===== src/nii_pkg.sv =====
// shared types, constants and helpers of the nd index iterator
package nii_pkg;

  localparam int NUM_CELLS   = 4;
  localparam int MAX_DIMS    = 4;
  localparam int EXTENT_BITS = 12;
  localparam int POS_W       = 13;
  localparam int FLAT_W      = 49;
  localparam int CFG_W       = 13;
  localparam int CFG_IDX_W   = 3;
  localparam int DIM_W       = 3;

  localparam int DIM_CAP = (MAX_DIMS < NUM_CELLS) ? MAX_DIMS : NUM_CELLS;
  localparam logic [POS_W-1:0] EXT_TOP = POS_W'(1) << EXTENT_BITS;

  localparam logic [CFG_IDX_W-1:0] REG_NUM_DIMS = CFG_IDX_W'(0);
  localparam logic [CFG_IDX_W-1:0] REG_EXTENT_0 = CFG_IDX_W'(1);

  typedef enum logic [1:0] {
    REQ_STEP   = 2'd0,
    REQ_LOAD   = 2'd1,
    REQ_REWIND = 2'd2
  } req_e;

  typedef enum logic [1:0] {
    LD_OK       = 2'd0,
    LD_NEG_FAR  = 2'd1,
    LD_TOO_BIG  = 2'd2
  } ld_status_e;

  typedef struct packed {
    logic apply;
    req_e req;
    logic used;
    logic set_end;
    logic load_ok;
  } cell_ctrl_t;

  typedef struct packed {
    logic              vld;
    logic              out;
    logic [FLAT_W-1:0] acc;
  } flat_t;

  typedef struct packed {
    logic [NUM_CELLS-1:0][POS_W-1:0] pos;
    logic [FLAT_W-1:0]               flat;
    logic                            is_out;
    ld_status_e                      status;
  } res_t;

  function automatic logic [POS_W-1:0] eff_extent(input logic [POS_W-1:0] e);
    logic [POS_W-1:0] r;
    r = e;
    if (r == '0) r = POS_W'(1);
    if (r > EXT_TOP) r = EXT_TOP;
    return r;
  endfunction

  function automatic logic [DIM_W-1:0] used_dims(input logic [DIM_W-1:0] n);
    logic [DIM_W-1:0] r;
    r = n;
    if (r == '0) r = DIM_W'(1);
    if (r > DIM_W'(DIM_CAP)) r = DIM_W'(DIM_CAP);
    return r;
  endfunction

endpackage


===== src/nii_stream_if.sv =====
// valid/ready channels for requests and results
interface nii_cmd_if;
  import nii_pkg::*;
  logic                    valid;
  logic                    ready;
  logic [1:0]              req_type;
  logic signed [POS_W-1:0] idx_0;
  logic signed [POS_W-1:0] idx_1;
  logic signed [POS_W-1:0] idx_2;
  logic signed [POS_W-1:0] idx_3;

  modport source (output valid, req_type, idx_0, idx_1, idx_2, idx_3, input ready);
  modport sink (input valid, req_type, idx_0, idx_1, idx_2, idx_3, output ready);
endinterface

interface nii_rsp_if;
  import nii_pkg::*;
  logic              valid;
  logic              ready;
  logic [POS_W-1:0]  pos_0;
  logic [POS_W-1:0]  pos_1;
  logic [POS_W-1:0]  pos_2;
  logic [POS_W-1:0]  pos_3;
  logic [FLAT_W-1:0] flat_offset;
  logic              is_out;
  logic [1:0]        load_status;

  modport source (output valid, pos_0, pos_1, pos_2, pos_3, flat_offset, is_out,
                  load_status, input ready);
  modport sink (input valid, pos_0, pos_1, pos_2, pos_3, flat_offset, is_out,
                load_status, output ready);
endinterface


===== src/nii_cell.sv =====
// one dimension: extent, position, carry stage and offset stage
module nii_cell import nii_pkg::*; (
  input  logic                    clk,
  input  logic                    rst,
  input  logic                    ext_we,
  input  logic [CFG_W-1:0]        ext_data,
  input  cell_ctrl_t              ctrl,
  input  logic signed [POS_W-1:0] idx,
  input  logic                    carry_in,
  output logic                    carry_out,
  output logic                    out_range,
  output ld_status_e              fail,
  input  flat_t                   flat_in,
  output flat_t                   flat_out,
  output logic [POS_W-1:0]        pos
);

  logic [POS_W-1:0] extent;
  logic [POS_W-1:0] eff;
  logic [POS_W-1:0] pos_inc;
  logic             inc_ok;
  logic [POS_W-1:0] raw;
  logic [POS_W-1:0] mag;
  logic [POS_W-1:0] ld_val;
  logic [POS_W-1:0] pos_next;
  flat_t            flat_next;

  assign eff     = eff_extent(extent);
  assign pos_inc = pos + POS_W'(1);
  assign inc_ok  = pos_inc < eff;

  assign carry_out = ctrl.used ? (carry_in && !inc_ok) : carry_in;
  assign out_range = ctrl.used && (pos >= eff);

  assign raw    = idx;
  assign mag    = (~raw) + POS_W'(1);
  assign ld_val = raw[POS_W-1] ? (eff - mag) : raw;

  always_comb begin
    fail = LD_OK;
    if (ctrl.used) begin
      if (raw[POS_W-1]) begin
        if (mag > eff) fail = LD_NEG_FAR;
      end else if (raw >= eff) begin
        fail = LD_TOO_BIG;
      end
    end
  end

  always_comb begin
    pos_next = pos;
    case (ctrl.req)
      REQ_STEP: begin
        if (ctrl.set_end) begin
          pos_next = ctrl.used ? eff : '0;
        end else if (!ctrl.used) begin
          pos_next = '0;
        end else if (carry_in) begin
          pos_next = inc_ok ? pos_inc : '0;
        end
      end
      REQ_LOAD: begin
        if (ctrl.load_ok) pos_next = ctrl.used ? ld_val : '0;
      end
      REQ_REWIND: pos_next = '0;
      default: pos_next = pos;
    endcase
  end

  // horner step of the row-major offset
  always_comb begin
    flat_next.vld = flat_in.vld;
    flat_next.out = flat_in.out | out_range;
    flat_next.acc = ctrl.used ? (flat_in.acc * FLAT_W'(eff)) + FLAT_W'(pos) : flat_in.acc;
  end

  always_ff @(posedge clk) begin
    if (rst) begin
      extent       <= POS_W'(1);
      pos          <= '0;
      flat_out.vld <= 1'b0;
    end else begin
      if (ext_we) extent <= ext_data;
      if (ctrl.apply) pos <= pos_next;
      flat_out <= flat_next;
    end
  end

endmodule


===== src/nd_index_iterator.sv =====
// top level: configuration, cell row, sequencing and result register
//
// Row-major position counter over up to four dimensions, built as a row of
// four cells, one per dimension. An accepted request updates the position at
// its acceptance edge (step carries from the last used cell toward cell 0);
// the flat offset is then formed by a Horner pass that moves through the four
// cells one per cycle. A new request is taken only once the last result has
// reached the output register, since busy holds cmd.ready low until then.
// The result sits in an output register, so the next request is accepted
// while it waits to be taken. Configuration writes take effect at once.
module nd_index_iterator import nii_pkg::*; (
  input  logic                 clk,
  input  logic                 rst,
  input  logic                 cfg_we,
  input  logic [CFG_IDX_W-1:0] cfg_index,
  input  logic [CFG_W-1:0]     cfg_data,
  nii_cmd_if.sink              cmd,
  nii_rsp_if.source            rsp
);

  logic [DIM_W-1:0]                  num_dims;
  logic [DIM_W-1:0]                  n_used;
  logic [NUM_CELLS-1:0]              used;
  logic [NUM_CELLS:0]                carry;
  logic [NUM_CELLS-1:0]              out_range;
  ld_status_e                        fail [NUM_CELLS];
  flat_t                             flat [NUM_CELLS+1];
  logic [NUM_CELLS-1:0][POS_W-1:0]   pos;
  logic signed [POS_W-1:0]           idx [NUM_CELLS];
  cell_ctrl_t                        ctrl [NUM_CELLS];
  logic [NUM_CELLS-1:0]              ext_we;

  logic       busy;
  logic       start;
  logic       apply;
  logic       any_out;
  logic       set_end;
  ld_status_e status;
  ld_status_e status_r;
  res_t       res_now;
  res_t       pend_r;
  logic       pend_vld;
  res_t       out_r;
  logic       out_valid;
  logic       out_free;

  assign n_used    = used_dims(num_dims);
  assign cmd.ready = !busy;
  assign apply     = cmd.valid && cmd.ready;

  assign idx[0] = cmd.idx_0;
  assign idx[1] = cmd.idx_1;
  assign idx[2] = cmd.idx_2;
  assign idx[3] = cmd.idx_3;

  assign carry[NUM_CELLS] = 1'b1;
  assign any_out = |out_range;
  assign set_end = any_out || carry[0];

  assign flat[0].vld = start;
  assign flat[0].out = 1'b0;
  assign flat[0].acc = '0;

  always_comb begin
    status = LD_OK;
    for (int d = NUM_CELLS - 1; d >= 0; d--) begin
      if (fail[d] != LD_OK) status = fail[d];
    end
  end

  for (genvar d = 0; d < NUM_CELLS; d++) begin : g_cell
    assign used[d] = DIM_W'(d) < n_used;
    assign ext_we[d] = cfg_we && (cfg_index == REG_EXTENT_0 + CFG_IDX_W'(d));

    always_comb begin
      ctrl[d].apply   = apply;
      ctrl[d].req     = req_e'(cmd.req_type);
      ctrl[d].used    = used[d];
      ctrl[d].set_end = set_end;
      ctrl[d].load_ok = (status == LD_OK);
    end

    nii_cell u_cell (
      .clk       (clk),
      .rst       (rst),
      .ext_we    (ext_we[d]),
      .ext_data  (cfg_data),
      .ctrl      (ctrl[d]),
      .idx       (idx[d]),
      .carry_in  (carry[d+1]),
      .carry_out (carry[d]),
      .out_range (out_range[d]),
      .fail      (fail[d]),
      .flat_in   (flat[d]),
      .flat_out  (flat[d+1]),
      .pos       (pos[d])
    );
  end

  always_comb begin
    for (int d = 0; d < NUM_CELLS; d++) begin
      res_now.pos[d] = used[d] ? pos[d] : '0;
    end
    res_now.flat   = flat[NUM_CELLS].acc;
    res_now.is_out = flat[NUM_CELLS].out;
    res_now.status = status_r;
  end

  assign out_free = !out_valid || rsp.ready;

  always_ff @(posedge clk) begin
    if (rst) begin
      num_dims  <= DIM_W'(1);
      busy      <= 1'b0;
      start     <= 1'b0;
      pend_vld  <= 1'b0;
      out_valid <= 1'b0;
      status_r  <= LD_OK;
    end else begin
      if (cfg_we && cfg_index == REG_NUM_DIMS) num_dims <= cfg_data[DIM_W-1:0];
      start <= apply;
      if (apply) begin
        busy     <= 1'b1;
        status_r <= (req_e'(cmd.req_type) == REQ_LOAD) ? status : LD_OK;
      end
      if (out_free) begin
        if (pend_vld) begin
          out_r     <= pend_r;
          out_valid <= 1'b1;
          pend_vld  <= 1'b0;
          busy      <= 1'b0;
        end else if (flat[NUM_CELLS].vld) begin
          out_r     <= res_now;
          out_valid <= 1'b1;
          busy      <= 1'b0;
        end else begin
          out_valid <= 1'b0;
        end
      end else if (flat[NUM_CELLS].vld) begin
        pend_r   <= res_now;
        pend_vld <= 1'b1;
      end
    end
  end

  assign rsp.valid       = out_valid;
  assign rsp.pos_0       = out_r.pos[0];
  assign rsp.pos_1       = out_r.pos[1];
  assign rsp.pos_2       = out_r.pos[2];
  assign rsp.pos_3       = out_r.pos[3];
  assign rsp.flat_offset = out_r.flat;
  assign rsp.is_out      = out_r.is_out;
  assign rsp.load_status = out_r.status;

endmodule


===== src/flat_wrapper.sv =====
// flat-port wrapper written by rule: the top's interface ports become plain ports
module nd_index_iterator_flat import nii_pkg::*;
  (clk, rst, cfg_we, cfg_index, cfg_data, cmd_valid, cmd_req_type, cmd_idx_0, cmd_idx_1, cmd_idx_2, cmd_idx_3, cmd_ready, rsp_valid, rsp_pos_0, rsp_pos_1, rsp_pos_2, rsp_pos_3, rsp_flat_offset, rsp_is_out, rsp_load_status, rsp_ready);
  nii_cmd_if cmd_i ();
  nii_rsp_if rsp_i ();
  input  logic clk;
  input  logic rst;
  input  logic cfg_we;
  input  logic [CFG_IDX_W-1:0] cfg_index;
  input  logic [CFG_W-1:0] cfg_data;
  input wire logic [$bits(cmd_i.valid)-1:0] cmd_valid;
  input wire logic [$bits(cmd_i.req_type)-1:0] cmd_req_type;
  input wire logic [$bits(cmd_i.idx_0)-1:0] cmd_idx_0;
  input wire logic [$bits(cmd_i.idx_1)-1:0] cmd_idx_1;
  input wire logic [$bits(cmd_i.idx_2)-1:0] cmd_idx_2;
  input wire logic [$bits(cmd_i.idx_3)-1:0] cmd_idx_3;
  output wire logic [$bits(cmd_i.ready)-1:0] cmd_ready;
  output wire logic [$bits(rsp_i.valid)-1:0] rsp_valid;
  output wire logic [$bits(rsp_i.pos_0)-1:0] rsp_pos_0;
  output wire logic [$bits(rsp_i.pos_1)-1:0] rsp_pos_1;
  output wire logic [$bits(rsp_i.pos_2)-1:0] rsp_pos_2;
  output wire logic [$bits(rsp_i.pos_3)-1:0] rsp_pos_3;
  output wire logic [$bits(rsp_i.flat_offset)-1:0] rsp_flat_offset;
  output wire logic [$bits(rsp_i.is_out)-1:0] rsp_is_out;
  output wire logic [$bits(rsp_i.load_status)-1:0] rsp_load_status;
  input wire logic [$bits(rsp_i.ready)-1:0] rsp_ready;
  assign cmd_i.valid = cmd_valid;
  assign cmd_i.req_type = cmd_req_type;
  assign cmd_i.idx_0 = cmd_idx_0;
  assign cmd_i.idx_1 = cmd_idx_1;
  assign cmd_i.idx_2 = cmd_idx_2;
  assign cmd_i.idx_3 = cmd_idx_3;
  assign cmd_ready = cmd_i.ready;
  assign rsp_valid = rsp_i.valid;
  assign rsp_pos_0 = rsp_i.pos_0;
  assign rsp_pos_1 = rsp_i.pos_1;
  assign rsp_pos_2 = rsp_i.pos_2;
  assign rsp_pos_3 = rsp_i.pos_3;
  assign rsp_flat_offset = rsp_i.flat_offset;
  assign rsp_is_out = rsp_i.is_out;
  assign rsp_load_status = rsp_i.load_status;
  assign rsp_i.ready = rsp_ready;
  nd_index_iterator u_core (.clk(clk), .rst(rst), .cfg_we(cfg_we), .cfg_index(cfg_index), .cfg_data(cfg_data), .cmd(cmd_i), .rsp(rsp_i));
endmodule

===== config.mk =====
export PLATFORM = sky130hd
export DESIGN_NAME = nd_index_iterator_flat
export DESIGN_NICKNAME = d
export VERILOG_FILES = /design/src/nii_pkg.sv /design/src/nii_stream_if.sv /design/src/nii_cell.sv /design/src/nd_index_iterator.sv /design/src/flat_wrapper.sv
export SDC_FILE = /design/constraint.sdc
export NUM_CORES = 2
export LEC_CHECK = 0
export ABC_AREA = 1
export BUFFER_PORTS_ARGS = -buffer_cell sky130_fd_sc_hd__buf_2
export CORE_MARGIN = 2
export CORE_UTILIZATION = 45
export CTS_CLUSTER_DIAMETER = 60
export CTS_CLUSTER_SIZE = 24
export DETAILED_ROUTE_END_ITERATION = 12
export PLACE_DENSITY = 0.66
export SLEW_MARGIN = 10
export SYNTH_ARGS = -nofsm -noshare
export SYNTH_HDL_FRONTEND = slang
export SYNTH_HIERARCHICAL = 1
export SYNTH_SLANG_ARGS = --single-unit

===== constraint.sdc =====
create_clock -name clk -period 13.46 [get_ports clk]
set_input_delay 0.673 -clock clk [delete_from_list [all_inputs] [get_ports clk]]
set_output_delay 0.673 -clock clk [all_outputs]
set_load 0.02 [all_outputs]

* Yosys cells after proc, flatten, opt, wreduce, memory -nomap -nowiden
Index checks and enable logic that the tools add are counted.
** Word-level totals
- Bits in registers :: 525
- Output and inout port bits :: 106
- Logic and storage cells :: 231
** Cells by class
- $add $sub $neg :: 15
- Multiply operators :: 3
- Order comparisons :: 25
- Equality and inequality tests :: 10
- Muxes and demuxes :: 85
- Bitwise operators :: 9
- Reductions and logical operators :: 43
** Operators with widths (number)
- 13-bit two-way mux :: 43
- 104-bit two-way mux :: 2
- 13-bit case mux with 3 select lines :: 4
- 49-bit by 13-bit adder with 49-bit output :: 3
- 49-bit by 13-bit multiplier with 49-bit output :: 3
- 49-bit two-way mux :: 3
- 13-bit by 1-bit adder with 13-bit output (second input constant) :: 8
- 13-bit >= comparator :: 8
- 13-bit > comparator :: 4
- 13-bit > comparator (second input constant) :: 4
- 13-bit zero test :: 4
- 13-bit < comparator :: 4
- 13-bit NOT :: 4
- 13-bit subtractor :: 4
- 2-bit two-way mux :: 17
- 1-bit two-way mux :: 14
- 1-bit logical AND :: 13
- 4-bit by 3-bit inequality test with 1-bit output (second input constant) :: 3
- 4-bit AND reduction :: 3
- 2-bit nonzero test :: 5
- 3-bit AND reduction :: 3
- 3-bit by 2-bit == test with 1-bit output (second input constant) :: 2
- 1-bit zero test :: 6
- 3-bit zero test :: 2
- 16 further kinds :: 24

* Depth between registers and ports, before layout
- Depth in word-level cells :: 16
- Gate-level depth with buffers :: 37
- Depth with buffers taken out :: 35

* By module
Netlist, hierarchy kept.
** Modules (own cells, without submodules)
- nii_cell (u_core.g_cell[0].u_cell) :: times used 1, cells an instance 2892, area each 22748.1 sq um, sequential area each 2042.0 sq um
- nii_cell (u_core.g_cell[1].u_cell) :: times used 1, cells an instance 2885, area each 22671.7 sq um, sequential area each 2042.0 sq um
- nii_cell (u_core.g_cell[3].u_cell) :: times used 1, cells an instance 2892, area each 22658.0 sq um, sequential area each 2042.0 sq um
- nii_cell (u_core.g_cell[2].u_cell) :: times used 1, cells an instance 2824, area each 22437.8 sq um, sequential area each 2042.0 sq um
- nd_index_iterator :: times used 1, cells an instance 707, area each 8440.6 sq um, sequential area each 6426.2 sq um

* Worst setup path after synthesis
Ideal clock, no wire load.
- Path type :: input to register
- Start :: input port rst
- End :: register u_core.out_r, in the netlist u_core/rsp.flat_offset[0] (enable)
- Arrival time :: 7.868 ns
- Data required time :: 12.764 ns
- Setup slack :: 4.896 ns
- Cell stages on the path :: 1
- Cell sequence :: nor3_1
** On the way
- Longest elaborated chain between the ends :: 2
** RTL lines
- start: declaration :: RTL line flat_wrapper.sv:7 : input logic rst;
- 1-bit NOT (no line)
- 3-bit AND reduction (no line)
- end signal: assignment :: RTL line nd_index_iterator.sv:128 : out_r <= pend_r;
- end signal: assignment :: RTL line nd_index_iterator.sv:133 : out_r <= res_now;
- end: declaration :: RTL line nd_index_iterator.sv:43 : res_t out_r;
Every way passes these cells.
A chain may end at the register's enable or synchronous reset.

==> impl_metrics.yaml <==
sta:
  setup_viol: 0
  hold_viol: 0
  rsz0062_at_grt: "false"
  clock.fmax_mhz: 112
  relSlewSlack_pct: 24.8
  finalMaxSlewViolations: 0
  final.period_utilization_pct: 66.3
  hold_slack_ns: 0.240
  min_period_ns: 8.93
  fin_worst_skew_ns: 0.0684
  finalSetupTns_ns: 0
  worst_slew_pin_slew_ns: 1.13
detailed_routing:
  drt_iter0_markers: 7411
  drtPass1Iterations: 6
  wl_per_cell_um: 21.6
  drc_errors: 0
  vias: 82000
  drt_wl_total_mm: 327
  avgViaCountPerCell: 5.41
  antenna_left: 0
cts:
  htree_levels: 2
  clock_sinks: 525
  cts_resized: 0
  holdBufCountCts: 0
  root_buffer: "clkbuf_16"
  cts_buffers: 53
  clk_path_buf_depth: 3
  path_clk_slew_ns: 0.08
  cts_setup_buffers: 0
  clock_latency_ns: 0.74
  cts_tree: "built"
min_path:
  min_path_type: "in2reg"
run_status:
  status: "complete, no violations"
placement:
  port_buffers: 180
  post-dp-hpwl_mm: 262
  gp_congestion: 1.00
final_layout:
  nets: 14800
  syn_to_final_growth_pct: 6.02
  layout_common_cells: "nand2_1, inv_1, fa_1, nor2_1, ha_1"
  layout_commonest_cell: "nand2_1"
  drive_gt1_share_pct: 4.51
  fill_cells: 21600
global_route:
  overflow: 0
  grt_max_degree: 74
  grt_pass1_vias: 83800
  grt_pass1_wl_mm: 503
  antenna_found_initial: 30
  grt_usage_pct: 29.5
setup_path:
  crit_path_top_delay_cell: "inv_1"
  critPathMaxStageDelay_ns: 0.86
  cp.required_ns: 13.89
  worstSetupPathType: "reg2reg"
  crit_path_frequent_cell: "nand2_1"
  crit_fanout: 23
  cp_data_arrival_time_ns: 9.35
  startpoint_type: "flip-flop"
  setup.worst_path.end_class: "flip-flop"
synthesis:
  yosysTopAreaCell: "fa_1"
  yosys.area.top_type_share_pct: 36.7
  synth.avg_cell_area_um2: 8.11
  syn_area_um2: 99000
  yosys-top-cells-area: "fa_1, edfxtp_1, nand2_1"
  yosysUniqueCellTypes: 74
  synth_flop_cell: "edfxtp_1"
  synth-async-reset-ratio_pct: 0
  synth_seq_cells: 525
  synth-edff-count: 408
  ys_seq_area_share_pct: 14.7
  syn_inst: 12200
  yosys_warnings: 6
power_and_ir_drop:
  p_leak_nw: 53.5
  p_per_area_nw_per_um2: 100
  peakVddDrop_mv: 0.114
floorplan:
  dieArea_um2: 224000
  io_pins: 181
  start_util_pct: 45.2
  die_w_um: 473
  fp.dieH_um: 473
  num_rows: 172
  core_area_um2: 219000
flow_run:
  maxCapViolCount: 0
worst max-delay path, delay by kind of cell, from the launching register on:
kind / cells / cell delay, ns
compound gates: 3 / 0.75
fa+ha+maj: 7 / 3.41
buf+inv: 6 / 1.57
flops: 1 / 0.41
simple gates: 14 / 2.47
cells by family (layout without fill, tap and decap cells):
logic type,count (synthesis),count (layout),synth area share (%)
XOR/XNOR,209,209,1.86
AND/OR/NAND/NOR,4846,4846,19.7
adder cells (fa/ha/maj),2492,2492,45.3
buffers and inverters,2859,2751,11.0
AO/OA/AOI/OAI,1267,1267,7.35
other,2,197,0.00759
flip-flops,525,525,14.7
path summary, 6_finish.rpt:
path	from	endpoint	slack [ns]	depth (start not counted)
setup reg to reg	u_core/g_cell[1].u_cell/extent[1]	u_core/g_cell[1].u_cell/flat_out[26]	4.53	30
hold reg to reg	u_core/start	u_core/g_cell[0].u_cell/flat_out[50]	0.41	2
setup / recovery	u_core/g_cell[1].u_cell/extent[1]	u_core/g_cell[1].u_cell/flat_out[26]	4.53	30
hold / removal	cmd_valid	u_core/busy	0.24	2
through the flow:
| step | total power, mW | setup slack, ns | instance area (um^2) | utilization, % | std cells |
|---|---|---|---|---|---|
| finish | 10.5 | 4.53 | 105000 | 47.9 | 15200 |
| global route | 11.4 | 4.15 | 105000 | 47.9 | 15200 |
| CTS | 10.1 | 4.75 | 105000 | 47.9 | 15100 |
| detailed placement | 8.43 | 4.76 | 103000 | 47.0 | 15000 |
| global placement | 8.40 | 4.77 | 103000 | 47.0 | 15000 |
| floorplan | 6.74 | 4.90 | 99600 | - | 12400 |
sequential cells by signal (all words and copies together), names as in the netlist:
name / count
u_core/rsp.flat_offset: 49
u_core/g_cell.u_cell/pos: 52
u_core/status_r: 2
u_core/start: 1
u_core/rsp.pos_1: 13
u_core/busy: 1
u_core/rsp.valid: 1
u_core/g_cell.u_cell/flat_out: 204
u_core/g_cell.u_cell/extent: 52
u_core/rsp.is_out: 1
u_core/rsp.load_status: 2
u_core/rsp.pos_3: 13
u_core/pend_vld: 1
u_core/num_dims: 3
u_core/rsp.pos_2: 13
u_core/pend_r: 104
u_core/rsp.pos_0: 13
layout make-up:
type | instances | area [um^2] | share of cell area, %
multi-input combinational | 8995 | 74200 | 70.7
antenna | 16 | 40.0 | 0.0382
sequential | 525 | 14600 | 13.9
inverter | 2391 | 8980 | 8.56
clock buffer | 56 | 1350 | 1.28
tap | 2871 | 3590 | 3.42
timing repair buffer | 261 | 1510 | 1.44
clock inverter | 43 | 623 | 0.594
power breakdown:
part	switching [mW]	internal (mW)
clock network	0.849	0.823
registers	0.453	1.93
logic	4.18	2.28
synthesized netlist by cell type, drive strengths merged (117+ instances only):
cell    count
a21oi     440
nor2     1385
nand3     317
dfxtp     117
inv      2373
nand2    2873
ha        676
fa       1816
o21ai     504
clkbuf    358
edfxtp    408
xor2      131
per-layer routing:
layer	track usage, %	routed length, um
met1	37.9	127000
met2	48.1	153000
met3	3.77	24800
met4	16.8	21800
met5	0	22
Power figures use the tool's default switching activity.
